--- src/rtl/tsa_pkg.sv ---
`default_nettype none

package tsa_pkg;

    localparam int CMD_W    = 1;
    localparam int IDX_W    = 8;
    localparam int STATUS_W = 2;
    localparam int SLOT_W   = 6;
    localparam int FREE_W   = 7;

    localparam logic CMD_ACQUIRE = 1'b0;
    localparam logic CMD_RELEASE = 1'b1;

    localparam logic [STATUS_W-1:0] STAT_OK         = 2'd0;
    localparam logic [STATUS_W-1:0] STAT_FULL       = 2'd1;
    localparam logic [STATUS_W-1:0] STAT_RANGE      = 2'd2;
    localparam logic [STATUS_W-1:0] STAT_ALREADY_FREE = 2'd3;

    typedef enum logic [2:0] {
        S_CLEAR,
        S_IDLE,
        S_ACQ,
        S_RLS_CHK,
        S_RLS_UP,
        S_DONE
    } t_state;

endpackage

`default_nettype wire

--- src/rtl/tsa_in_if.sv ---
`default_nettype none

interface tsa_in_if;
    logic                        valid;
    logic                        ready;
    logic                        cmd;
    logic [tsa_pkg::IDX_W-1:0]   slot_index;

    modport source (output valid, output cmd, output slot_index, input ready);
    modport sink   (input valid, input cmd, input slot_index, output ready);
endinterface

`default_nettype wire

--- src/rtl/tsa_out_if.sv ---
`default_nettype none

interface tsa_out_if;
    logic                          valid;
    logic                          ready;
    logic [tsa_pkg::STATUS_W-1:0]  status;
    logic [tsa_pkg::SLOT_W-1:0]    granted_slot;
    logic [tsa_pkg::FREE_W-1:0]    free_count;

    modport source (output valid, output status, output granted_slot, output free_count,
                    input ready);
    modport sink   (input valid, input status, input granted_slot, input free_count,
                    output ready);
endinterface

`default_nettype wire

--- src/rtl/tsa_ram.sv ---
`default_nettype none

module tsa_ram #(
    parameter int WIDTH = 7,
    parameter int AW    = 6
) (
    input  logic             i_clk,
    input  logic             i_we,
    input  logic [AW-1:0]    i_waddr,
    input  logic [WIDTH-1:0] i_wdata,
    input  logic [AW-1:0]    i_raddr,
    output logic [WIDTH-1:0] o_rdata
);

    logic [WIDTH-1:0] r_mem [(1 << AW)];
    logic [WIDTH-1:0] r_rdata;

    always_ff @(posedge i_clk) begin
        if (i_we) begin
            r_mem[i_waddr] <= i_wdata;
        end
        r_rdata <= r_mem[i_raddr];
    end

    assign o_rdata = r_rdata;

endmodule

`default_nettype wire

--- src/rtl/tree_slot_allocator.sv ---
`default_nettype none
// channel   dir  payload                                   handshake
// i_req     in   cmd, slot_index                           valid / ready
// o_rsp     out  status, granted_slot, free_count          valid / ready
//
// acquire: accepted in the idle state, then one tree level per cycle through the single read
// port of the node count ram.
// release: accept, leaf check, then one ancestor per cycle going up.
// pool full and bad index answer at accept, a release of a free slot at the leaf check.
// after reset a clearing pass over every ram address loads the tree, ready low.
// one output register: a result that finds it occupied waits in the done state.

module tree_slot_allocator #(
    parameter int SLOTS = 64
) (
    input  logic          i_clk,
    input  logic          i_rst_n,
    tsa_in_if.sink        i_req,
    tsa_out_if.source     o_rsp
);

    localparam int LEVELS      = $clog2(SLOTS);
    localparam int TREE_LEAVES = 1 << LEVELS;
    localparam int AW          = LEVELS;
    localparam int TW          = LEVELS + 1;
    localparam int CW          = $clog2(SLOTS + 1);
    localparam int LW          = (LEVELS > 1) ? $clog2(LEVELS) : 1;
    localparam int IW          = tsa_pkg::IDX_W;
    localparam int SW          = tsa_pkg::SLOT_W;
    localparam int FW          = tsa_pkg::FREE_W;
    localparam int STW         = tsa_pkg::STATUS_W;
    localparam bit IDX_ALL_OK  = SLOTS >= (1 << IW);

    tsa_pkg::t_state r_state, n_state;

    logic [AW-1:0]  r_node, n_node;
    logic [LW-1:0]  r_lvl, n_lvl;
    logic [CW-1:0]  r_cnt, n_cnt;
    logic [CW-1:0]  r_total, n_total;
    logic [AW-1:0]  r_idx, n_idx;
    logic [STW-1:0] r_res_status, n_res_status;
    logic [SW-1:0]  r_res_slot, n_res_slot;
    logic [AW-1:0]  r_clr, n_clr;
    logic [TW-1:0]  r_size, n_size;
    logic [TW-1:0]  r_first, n_first;
    logic [TW-1:0]  r_lvl_end, n_lvl_end;
    logic           r_out_valid, n_out_valid;
    logic [STW-1:0] r_out_status, n_out_status;
    logic [SW-1:0]  r_out_slot, n_out_slot;
    logic [FW-1:0]  r_out_free, n_out_free;

    logic           in_acc;
    logic           can_load;
    logic           fin;
    logic [STW-1:0] f_status;
    logic [SW-1:0]  f_slot;
    logic           idx_oob;
    logic           last_lvl;
    logic           left_free;
    logic [AW-1:0]  child_a;
    logic [TW-1:0]  clr_next;
    logic [TW-1:0]  init_avail;
    logic [CW-1:0]  init_cnt;

    logic [AW-1:0]  rd_addr;
    logic           node_we;
    logic [AW-1:0]  node_waddr;
    logic [CW-1:0]  node_wdata;
    logic [CW-1:0]  node_rd;
    logic           leaf_we;
    logic [AW-1:0]  leaf_waddr;
    logic           leaf_wdata;
    logic           leaf_rd;

    tsa_ram #(.WIDTH(CW), .AW(AW)) u_node_ram (
        .i_clk   (i_clk),
        .i_we    (node_we),
        .i_waddr (node_waddr),
        .i_wdata (node_wdata),
        .i_raddr (rd_addr),
        .o_rdata (node_rd)
    );

    tsa_ram #(.WIDTH(1), .AW(AW)) u_leaf_ram (
        .i_clk   (i_clk),
        .i_we    (leaf_we),
        .i_waddr (leaf_waddr),
        .i_wdata (leaf_wdata),
        .i_raddr (rd_addr),
        .o_rdata (leaf_rd)
    );

    assign i_req.ready = (r_state == tsa_pkg::S_IDLE);
    assign in_acc      = i_req.valid && (r_state == tsa_pkg::S_IDLE);
    assign can_load    = !r_out_valid || o_rsp.ready;

    assign o_rsp.valid        = r_out_valid;
    assign o_rsp.status       = r_out_status;
    assign o_rsp.granted_slot = r_out_slot;
    assign o_rsp.free_count   = r_out_free;

    assign idx_oob   = !IDX_ALL_OK && (i_req.slot_index >= IW'(SLOTS));
    assign last_lvl  = (r_lvl == LW'(LEVELS - 1));
    // children at the bottom level are leaf bits, above that node counts
    assign left_free = last_lvl ? leaf_rd : (node_rd != '0);
    assign child_a   = AW'({r_node, !left_free});

    // clearing pass: node j gets min(subtree size, real slots left past its first leaf)
    assign clr_next   = TW'(r_clr) + TW'(1);
    assign init_avail = TW'(SLOTS) - r_first;
    assign init_cnt   = (TW'(SLOTS) > r_first) ?
                        CW'((init_avail < r_size) ? init_avail : r_size) : '0;

    always_comb begin
        n_state = r_state;
        case (r_state)
            tsa_pkg::S_CLEAR: begin
                if (r_clr == '1) begin
                    n_state = tsa_pkg::S_IDLE;
                end
            end
            tsa_pkg::S_IDLE: begin
                if (in_acc) begin
                    n_state = (i_req.cmd == tsa_pkg::CMD_ACQUIRE) ?
                              tsa_pkg::S_ACQ : tsa_pkg::S_RLS_CHK;
                end
            end
            tsa_pkg::S_ACQ:     n_state = r_state;
            tsa_pkg::S_RLS_CHK: n_state = tsa_pkg::S_RLS_UP;
            tsa_pkg::S_RLS_UP:  n_state = r_state;
            tsa_pkg::S_DONE: begin
                if (can_load) begin
                    n_state = tsa_pkg::S_IDLE;
                end
            end
            default: n_state = tsa_pkg::S_CLEAR;
        endcase
        if (fin) begin
            n_state = can_load ? tsa_pkg::S_IDLE : tsa_pkg::S_DONE;
        end
    end

    always_comb begin
        n_node       = r_node;
        n_lvl        = r_lvl;
        n_cnt        = r_cnt;
        n_total      = r_total;
        n_idx        = r_idx;
        n_res_status = r_res_status;
        n_res_slot   = r_res_slot;
        n_clr        = r_clr;
        n_size       = r_size;
        n_first      = r_first;
        n_lvl_end    = r_lvl_end;
        fin          = 1'b0;
        f_status     = tsa_pkg::STAT_OK;
        f_slot       = '0;
        rd_addr      = '0;
        node_we      = 1'b0;
        node_waddr   = r_node;
        node_wdata   = r_cnt - CW'(1);
        leaf_we      = 1'b0;
        leaf_waddr   = r_idx;
        leaf_wdata   = 1'b1;

        case (r_state)
            tsa_pkg::S_CLEAR: begin
                leaf_we    = 1'b1;
                leaf_waddr = r_clr;
                leaf_wdata = TW'(r_clr) < TW'(SLOTS);
                n_clr      = r_clr + AW'(1);
                if (r_clr != '0) begin
                    node_we    = 1'b1;
                    node_waddr = r_clr;
                    node_wdata = init_cnt;
                    if (clr_next == r_lvl_end) begin
                        n_size    = r_size >> 1;
                        n_first   = '0;
                        n_lvl_end = r_lvl_end << 1;
                    end else begin
                        n_first = r_first + r_size;
                    end
                end
            end
            tsa_pkg::S_IDLE: begin
                if (in_acc) begin
                    if (i_req.cmd == tsa_pkg::CMD_ACQUIRE) begin
                        if (r_total == '0) begin
                            fin      = 1'b1;
                            f_status = tsa_pkg::STAT_FULL;
                        end else begin
                            // first read is the root's left child
                            rd_addr = AW'(2);
                            n_node  = AW'(1);
                            n_lvl   = '0;
                            n_cnt   = r_total;
                            n_total = r_total - CW'(1);
                        end
                    end else begin
                        if (idx_oob) begin
                            fin      = 1'b1;
                            f_status = tsa_pkg::STAT_RANGE;
                        end else begin
                            rd_addr = AW'(i_req.slot_index);
                            n_idx   = AW'(i_req.slot_index);
                        end
                    end
                end
            end
            tsa_pkg::S_ACQ: begin
                node_we    = 1'b1;
                node_waddr = r_node;
                node_wdata = r_cnt - CW'(1);
                if (last_lvl) begin
                    leaf_we    = 1'b1;
                    leaf_waddr = child_a;
                    leaf_wdata = 1'b0;
                    fin        = 1'b1;
                    f_slot     = SW'(child_a);
                end else begin
                    // right child holds all of the parent's count when the left is empty
                    n_node  = child_a;
                    n_cnt   = left_free ? node_rd : r_cnt;
                    n_lvl   = r_lvl + LW'(1);
                    rd_addr = AW'({child_a, 1'b0});
                end
            end
            tsa_pkg::S_RLS_CHK: begin
                if (leaf_rd) begin
                    fin      = 1'b1;
                    f_status = tsa_pkg::STAT_ALREADY_FREE;
                end else begin
                    leaf_we    = 1'b1;
                    leaf_waddr = r_idx;
                    leaf_wdata = 1'b1;
                    rd_addr    = AW'((TW'(TREE_LEAVES) + TW'(r_idx)) >> 1);
                    n_node     = AW'((TW'(TREE_LEAVES) + TW'(r_idx)) >> 1);
                    n_total    = r_total + CW'(1);
                end
            end
            tsa_pkg::S_RLS_UP: begin
                node_we    = 1'b1;
                node_waddr = r_node;
                node_wdata = node_rd + CW'(1);
                if (r_node == AW'(1)) begin
                    fin = 1'b1;
                end else begin
                    rd_addr = r_node >> 1;
                    n_node  = r_node >> 1;
                end
            end
            tsa_pkg::S_DONE: begin
                fin = 1'b0;
            end
            default: begin
                fin = 1'b0;
            end
        endcase

        if (fin && !can_load) begin
            n_res_status = f_status;
            n_res_slot   = f_slot;
        end
    end

    always_comb begin
        n_out_valid  = r_out_valid && !o_rsp.ready;
        n_out_status = r_out_status;
        n_out_slot   = r_out_slot;
        n_out_free   = r_out_free;
        if (fin && can_load) begin
            n_out_valid  = 1'b1;
            n_out_status = f_status;
            n_out_slot   = f_slot;
            n_out_free   = FW'(n_total);
        end else if ((r_state == tsa_pkg::S_DONE) && can_load) begin
            n_out_valid  = 1'b1;
            n_out_status = r_res_status;
            n_out_slot   = r_res_slot;
            n_out_free   = FW'(r_total);
        end
    end

    always_ff @(posedge i_clk) begin
        if (!i_rst_n) begin
            r_state     <= tsa_pkg::S_CLEAR;
            r_clr       <= '0;
            r_size      <= TW'(TREE_LEAVES);
            r_first     <= '0;
            r_lvl_end   <= TW'(2);
            r_total     <= CW'(SLOTS);
            r_out_valid <= 1'b0;
        end else begin
            r_state     <= n_state;
            r_clr       <= n_clr;
            r_size      <= n_size;
            r_first     <= n_first;
            r_lvl_end   <= n_lvl_end;
            r_total     <= n_total;
            r_out_valid <= n_out_valid;
        end
    end

    always_ff @(posedge i_clk) begin
        r_node       <= n_node;
        r_lvl        <= n_lvl;
        r_cnt        <= n_cnt;
        r_idx        <= n_idx;
        r_res_status <= n_res_status;
        r_res_slot   <= n_res_slot;
        r_out_status <= n_out_status;
        r_out_slot   <= n_out_slot;
        r_out_free   <= n_out_free;
    end

endmodule

`default_nettype wire

--- src/flat_wrapper.sv ---
// flat-port wrapper written by rule: the top's interface ports become plain ports
module tree_slot_allocator_flat 
#(
    parameter int SLOTS = 64
)
  (i_clk, i_rst_n, i_req_valid, i_req_cmd, i_req_slot_index, i_req_ready, o_rsp_valid, o_rsp_status, o_rsp_granted_slot, o_rsp_free_count, o_rsp_ready);
  tsa_in_if i_req_i ();
  tsa_out_if o_rsp_i ();
  input  logic i_clk;
  input  logic i_rst_n;
  input wire logic [$bits(i_req_i.valid)-1:0] i_req_valid;
  input wire logic [$bits(i_req_i.cmd)-1:0] i_req_cmd;
  input wire logic [$bits(i_req_i.slot_index)-1:0] i_req_slot_index;
  output wire logic [$bits(i_req_i.ready)-1:0] i_req_ready;
  output wire logic [$bits(o_rsp_i.valid)-1:0] o_rsp_valid;
  output wire logic [$bits(o_rsp_i.status)-1:0] o_rsp_status;
  output wire logic [$bits(o_rsp_i.granted_slot)-1:0] o_rsp_granted_slot;
  output wire logic [$bits(o_rsp_i.free_count)-1:0] o_rsp_free_count;
  input wire logic [$bits(o_rsp_i.ready)-1:0] o_rsp_ready;
  assign i_req_i.valid = i_req_valid;
  assign i_req_i.cmd = i_req_cmd;
  assign i_req_i.slot_index = i_req_slot_index;
  assign i_req_ready = i_req_i.ready;
  assign o_rsp_valid = o_rsp_i.valid;
  assign o_rsp_status = o_rsp_i.status;
  assign o_rsp_granted_slot = o_rsp_i.granted_slot;
  assign o_rsp_free_count = o_rsp_i.free_count;
  assign o_rsp_i.ready = o_rsp_ready;
  tree_slot_allocator #(.SLOTS(SLOTS)) u_core (.i_clk(i_clk), .i_rst_n(i_rst_n), .i_req(i_req_i), .o_rsp(o_rsp_i));
endmodule
--- config.mk ---
export PLATFORM = sky130hd
export DESIGN_NAME = tree_slot_allocator_flat
export DESIGN_NICKNAME = d
export VERILOG_FILES = /design/src/rtl/tsa_pkg.sv /design/src/rtl/tsa_in_if.sv /design/src/rtl/tsa_out_if.sv /design/src/rtl/tsa_ram.sv /design/src/rtl/tree_slot_allocator.sv /design/src/flat_wrapper.sv
export SDC_FILE = /design/constraint.sdc
export NUM_CORES = 1
export LEC_CHECK = 0
export ABC_AREA = 1
export BUFFER_PORTS_ARGS = -buffer_cell sky130_fd_sc_hd__buf_4
export CAP_MARGIN = 20
export CORE_UTILIZATION = 25
export DETAILED_ROUTE_END_ITERATION = 8
export PLACE_DENSITY = 0.39
export SLEW_MARGIN = 20
export SYNTH_ARGS = -nofsm -noshare
export SYNTH_HDL_FRONTEND = slang
export SYNTH_SLANG_ARGS = --single-unit
--- constraint.sdc ---
create_clock -name i_clk -period 4.6 [get_ports i_clk]
set_clock_uncertainty 0.1 [all_clocks]
set_input_delay 0.46 -clock i_clk [delete_from_list [all_inputs] [get_ports i_clk]]
set_output_delay 0.46 -clock i_clk [all_outputs]
set_load 0.02 [all_outputs]
# Word level (Yosys, flattened, before mapping)
# Memory sizes are Yosys's and may differ from the RTL's. A register that Yosys moved wholly into a read port is not among the register bits.
# Cells that the tools add are included.
# Widths: inputs -> output; s select.
[classes]
shift = 0
muxes = 82
n_bitwise = 1
reduce_logical = 25
magnitude_cmp = 3
div_mod_pow = 0
n_addsub = 10
eq_ne = 20
n_mul = 0
[op_table]
columns = ["op", "n"]
rows = [
  ["$mux 6", 18],
  ["$mux 7", 15],
  ["$pmux 6 s4", 2],
  ["$pmux 7 s2", 3],
  ["$mux 3", 9],
  ["$mux 1", 20],
  ["$pmux 3 s5", 1],
  ["$add 7x1->7 const B", 2],
  ["$mux 2", 7],
  ["$sub 7x1->7 const B", 2],
  ["$pmux 6 s2", 1],
  ["$ne 2x2->1 const B", 5],
  ["$eq 3x3->1 const B", 3],
  ["$ne 3x1->1 const B", 3],
  ["$ge 8x7->1 const B", 1],
  ["$reduce_and 4->1", 2],
  ["$add 6x1->7 const B", 1],
  ["$add 7x6->7 const A", 1],
  ["$add 7x7->7", 1],
  ["$eq 7x7->1", 1],
  ["$gt 7x7->1 const A", 1],
  ["$logic_not 7->1", 1],
  ["$lt 7x7->1", 1],
  ["$reduce_and 7->1", 1],
  ["other kinds (28)", 39],
]
[totals]
word_cells = 159
output_inout_bits = 17
ram_bits = 512
inputBits = 13
ff_bits = 82
mem_count = 2
mem_bits_ro = 0
latchBits = 0
[memory_table]
columns = ["memory", "depth", "word_bits", "rd", "rd_ports_with_merged_regs", "wr", "line", "source"]
rows = [
  ["u_core.u_node_ram.r_mem", 64, 7, 1, 1, 1, "tsa_ram.sv:15", "logic [WIDTH-1:0] r_mem [(1 << AW)];"],
  ["u_core.u_leaf_ram.r_mem", 64, 1, 1, 1, 1, "tsa_ram.sv:15", ""],
]

# Depth between registers and ports, before layout
[logic_depth]
ltp_word = 7
mapped_depth = 19
depth_no_buf = 19

# By module
# Synthesis repeated with hierarchy kept, for this count alone.
[unflattened]
cells_unflattened = 2624
area_unflattened_um2 = 26794.4
[by_module_without_submodules]
columns = ["module", "area_per_inst_um2", "cells_each", "instances", "seq_area_each_um2"]
rows = [
  ["tsa_ram at u_core.u_node_ram", 18545.3, 1590, 1, 13593.0],
  ["tree_slot_allocator", 5198.7, 713, 1, 1971.9],
  ["tsa_ram at u_core.u_leaf_ram", 3050.4, 321, 1, 1941.9],
]

# Worst setup path after synthesis
# OpenSTA, ideal clock, no wires.
[synth_timing]
kind = "register to register"
start = "register u_core.r_first[0]"
end = "memory u_core.u_node_ram.r_mem[0][2] (data pin)"
period_less_slack_ns = 4.249
path_stages_with_launch = 20
setup_ns = 0.701
arrival_time_ns = 3.447
n_path_buf = 0
setup_slack_ns = 0.351
cell_sequence = "dfxtp_1 -> inv_1 -> ha_1 -> nand2_1 -> inv_1 -> nand2_1 -> nor2_1 -> nand2_1 -> xor2_1 -> inv_1 -> ha_1 -> nand2_1 -> nor2_1 -> a211oi_1 -> nand2_1 -> inv_1 -> nor2_1 -> o21ai_0 -> a21oi_1 -> o21ai_0"
[synth_between]
elab_chain_len = 6
elab_cells_between_ends = 7
[synth_lines]
columns = ["item", "line", "source"]
rows = [
  ["from (decl)", "tree_slot_allocator.sv:45", "logic [TW-1:0] r_first, n_first;"],
  ["from (signal assigned)", "tree_slot_allocator.sv:297", "r_first <= n_first;"],
  ["$sub 7x7->7", "tree_slot_allocator.sv:110", "assign init_avail = TW'(SLOTS) - r_first;"],
  ["$lt 7x7->1", "tree_slot_allocator.sv:112", "CW'((init_avail < r_size) ? init_avail : r_size) : '0;"],
  ["$mux 7", "tree_slot_allocator.sv:112", ""],
  ["$mux 7 (*)", "tree_slot_allocator.sv:111", "assign init_cnt = (TW'(SLOTS) > r_first) ?"],
  ["$mux 7 (*)", "tree_slot_allocator.sv:172", "if (r_clr != '0) begin"],
  ["$pmux 7 s2 (*)", "tree_slot_allocator.sv:166", "case (r_state)"],
  ["named net u_core.node_wdata[2]", "tree_slot_allocator.sv:68", "logic [CW-1:0] node_wdata;"],
  ["to (decl)", "tsa_ram.sv:15", ""],
]
# Mark *: on every way through the listed nets, which the timed path passes. The rest lies on a longest branch.

# Worst setup path after layout
[layout_timing]
start = "register u_core.r_state[0]"
end = "memory u_core.u_node_ram.r_mem[38][2] (enable)"
[layout_between]
elab_chain_len = 5
elab_cells_between_ends = 8
[layout_lines]
columns = ["item", "line", "source"]
rows = [
  ["from (decl)", "tree_slot_allocator.sv:34", "tsa_pkg::t_state r_state, n_state;"],
  ["from (signal assigned)", "tree_slot_allocator.sv:286", "r_state <= tsa_pkg::S_CLEAR;"],
  ["from (signal assigned)", "tree_slot_allocator.sv:294", "r_state <= n_state;"],
  ["$eq 3x2->1 / $eq 3x3->1 (equally long branches)", "tree_slot_allocator.sv:166", ""],
  ["$reduce_or 2->1 (no line)", "-", ""],
  ["$pmux 1 s2", "tree_slot_allocator.sv:166", ""],
  ["$mux 1", "tsa_ram.sv:19", "if (i_we) begin"],
  ["$mux 1 (implied by the code)", "tsa_ram.sv:20", "r_mem[i_waddr] <= i_wdata;"],
]
# Several ways; a longest one is shown, not always the timed one.

==> results.sh <==
export IMPL_status="complete, no violations"
export IMPL_synth_nets=2896
export IMPL_leakagePower_nw=12.6
export IMPL_finalNetCount=2952
export IMPL_syn_to_final_growth_pct=16.0
export IMPL_grtUsageTotal_pct=15.1
export IMPL_cts_sinks=596
export IMPL_wl_microns=85700
export IMPL_drt_iter0_markers=1391
export IMPL_synthArstFlopShare_pct=0
export IMPL_final_common_cell="nand2_1"
export IMPL_io_buffer_count=29
export IMPL_multi_input_area_sq_um=8890
export IMPL_regArea_sq_um=17500
export IMPL_place_gp_congestion=0.833
export IMPL_cp_arrival_ns=4.36
export IMPL_dr_wl_met2_microns=40100
export IMPL_yosys_warnings=0
export IMPL_grt_pass1_wl_microns=129000
export IMPL_die_h_microns=338
export IMPL_fmax_mhz=237
export IMPL_hold_class="in -> reg"
export IMPL_synth_top_family_by_area="simple AND/OR/NAND/NOR gates"
export IMPL_synth_edf_count=557
export IMPL_rows=122
export IMPL_synthXorXnorAreaFrac_pct=0.621
export IMPL_hold_violations=0
export IMPL_cp_max_fo=19
export IMPL_grt_overflow=0
export IMPL_criticalPathCategory="reg -> reg"
export IMPL_grt_max_degree=125
export IMPL_relSlewSlack_pct=31.3
export IMPL_drive_gt1_share_pct=9.59
export IMPL_antenna_found_initial=0
export IMPL_timing_final_max_slew_violations=0
export IMPL_irDropWorstVdd_mv=1.87
export IMPL_grt_pass1_vias=20364
export IMPL_rsz0062_at_grt="no"
export IMPL_post_cts_buffers=0
export IMPL_antenna_left=0
export IMPL_start_util_pct=25.3
export IMPL_period_share_pct=91.8
export IMPL_ctsResizeCount=0
export IMPL_synth_top_area_share_pct=59.3
export IMPL_critPathMaxStageDelay_ns=0.62
export IMPL_syn_inst=2858
export IMPL_synth_area_top_cells="edfxtp_1 (59%), nand2_1 (11%), nand3_1 (8.9%), inv_1 (3.5%), dfxtp_1 (2.8%)"
export IMPL_synth_seq_cells=596
export IMPL_synth_compound_area_share_pct=2.69
export IMPL_synth_largest_area_cell="edfxtp_1"
export IMPL_wl_met3_microns=4150
export IMPL_ys_types=56
export IMPL_startpoint_type="flip-flop"
export IMPL_r2r_start="u_core.r_state[0]"
export IMPL_routed_via_density=4.59
export IMPL_worst_pin_slew_ns=1.03
export IMPL_wire_per_inst_microns=19.2
export IMPL_final_core_util_pct=29.4
export IMPL_vias=20433
export IMPL_h_tree_depth=3
export IMPL_hpwl_microns=54100
export IMPL_path_clk_slew_ns=0.06
export IMPL_required_ns=4.74
export IMPL_nFillCells=11604
export IMPL_io_pins=30
export IMPL_core_area_sq_um=111000
export IMPL_synth_cell_area_sq_um=28200
export IMPL_cp_end_kind="flip-flop"
export IMPL_synthAdderAreaFrac_pct=1.14
export IMPL_clockBufferDepth=3
export IMPL_dieArea_sq_um=114000
export IMPL_critPathSlowestCell="nand4_1"
export IMPL_post_route_drc_count=0
export IMPL_drv_cap=0
export IMPL_cp_cell_sequence="nor2_4 > inv_4 > nor2_4 > nand2_2 > o21ai_0 > buf_4 > nand4_1 > buf_4 > nor2_1"
export IMPL_cts_made_buffers=70
export IMPL_power_density_nw_per_um2=883
export IMPL_wl_met1_microns=39300
export IMPL_syn_area_per_cell_sq_um=9.86
export IMPL_synth_main_ff_cell="edfxtp_1"
export IMPL_fin_setup_tns_ns=0
export IMPL_critPathLaunch="u_core.r_state[0]"
export IMPL_synth_simple_gate_area_share_pct=26.7
export IMPL_die_w_microns=338
export IMPL_ys_seq_area_share_pct=62.1
export IMPL_clock_latency_ns=0.62
export IMPL_final_cell_mix="nand2_1 (801), edfxtp_1 (557), nand3_1 (497), inv_1 (264), nor2_1 (195)"
export IMPL_top_layer_used="met4"
export IMPL_synthMuxAreaShare_pct=0.0400
export IMPL_hold_start="i_rst_n"
export IMPL_first_pass_iters=5
export IMPL_fin_crit_ns=4.22
export IMPL_cts_root_buffer="clkbuf_16"
export IMPL_cts_tree="built"
export IMPL_setup_viol=0
==> where the power goes <==
group | total [mW] | switching [mW] | internal, mW
Sequential | 11.6 | 0.329 | 11.3
Combinational | 11.8 | 9.52 | 2.29
Clock | 5.40 | 2.25 | 3.15
Total | 28.8 | 12.1 | 16.8
==> cell usage after synthesis, types with 2 or more instances <==
master,number
a211oi_1,2
a21o_1,2
a21oi_1,39
a21oi_2,2
a311oi_1,2
a31oi_1,2
a32oi_1,2
buf_2,99
buf_4,13
buf_6,16
clkbuf_1,23
clkinv_1,2
dfxtp_1,39
edfxtp_1,557
ha_1,24
inv_1,264
inv_2,9
nand2_1,801
nand2_2,7
nand3_1,500
nand3b_1,96
nand4_1,12
nand4_2,8
nor2_1,196
nor2_2,5
nor2_4,7
nor3_1,12
nor4_1,13
o2111ai_1,3
o211ai_1,9
o21ai_0,41
o21ai_2,3
o221ai_1,4
o32ai_1,2
or2_2,3
xnor2_1,7
xor2_1,13
==> worst paths after layout <==
path / endpoint / slack, ns / cells after the start
worst max-delay path: u_core.u_node_ram.r_mem[38][2] / 0.38 / 9
worst min-delay path: u_core.r_lvl_end[1] / 0.05 / 2
worst max register to register: u_core.u_node_ram.r_mem[38][2] / 0.38 / 9
worst min register to register: u_core.r_first[2] / 0.42 / 2
==> registers in the layout (all words and copies together), names as in the netlist, 3 cells and up <==
signal / cells
u_core.o_rsp.free_count: 7
u_core.o_rsp.granted_slot: 6
u_core.r_clr: 6
u_core.r_cnt: 7
u_core.r_first: 7
u_core.r_idx: 6
u_core.r_lvl: 3
u_core.r_node: 6
u_core.r_res_slot: 6
u_core.r_size: 6
u_core.r_state: 3
u_core.r_total: 7
u_core.u_leaf_ram.r_mem: 64
u_core.u_node_ram.o_rdata: 7
u_core.u_node_ram.r_mem: 448
==> repair_timing <==
item / CTS / global route
setup endpoints to repair: 0 / 0
hold endpoints to repair: 6 / 0
hold buffers: 6 / 0
==> worst max-delay path, delay by kind of cell (launching register included) <==
| family | cells | cell delay [ns] |
|---|---|---|
| compound gates | 1 | 0.37 |
| buf+inv | 3 | 0.75 |
| flops | 1 | 0.40 |
| simple gates | 5 | 2.21 |
==> cell families (layout without fill, tap and decap cells) <==
logic type / count (synthesis) / count (layout)
fa+ha+maj: 25 / 25
buf+inv: 428 / 532
xor+xnor: 20 / 20
flops: 596 / 596
compound gates: 122 / 122
simple gates: 1666 / 1666
other cells: 0 / 2
mux: 1 / 1
==> cell type report <==
| class | count | share of cell area (%) |
|---|---|---|
| Clock inverter | 39 | 1.10 |
| Multi-Input combinational cell | 1834 | 27.2 |
| Inverter | 276 | 3.19 |
| Sequential cell | 596 | 53.6 |
| Clock buffer | 81 | 5.55 |
| Tap cell | 1488 | 5.70 |
| Antenna cell | 2 | 0.0153 |
| Timing Repair Buffer | 136 | 3.70 |
==> metrics by stage <==
step / power, mW / hold slack [ns] / cells / setup WS, ns / area [sq um]
floorplan: 14.8 / 0.371 / 2858 / 0.351 / 28200
global placement: 23.9 / 0.397 / 4323 / 0.526 / 30400
detailed placement: 23.9 / 0.407 / 4323 / 0.403 / 30400
CTS: 29.4 / 0.00591 / 4449 / 0.368 / 32700
global route: 30.4 / 0.0538 / 4450 / 0.140 / 32700
finish: 28.8 / 0.0539 / 4452 / 0.376 / 32700
==> per-layer routing <==
metal / GRT usage (%) / up-vias
met5: 0 / -
met4: 4.52 / 0
met3: 2.49 / 127
met2: 24.7 / 472
met1: 20.3 / 10041
li1: - / 9793
Note: power is estimated with default switching activity, not from simulation.
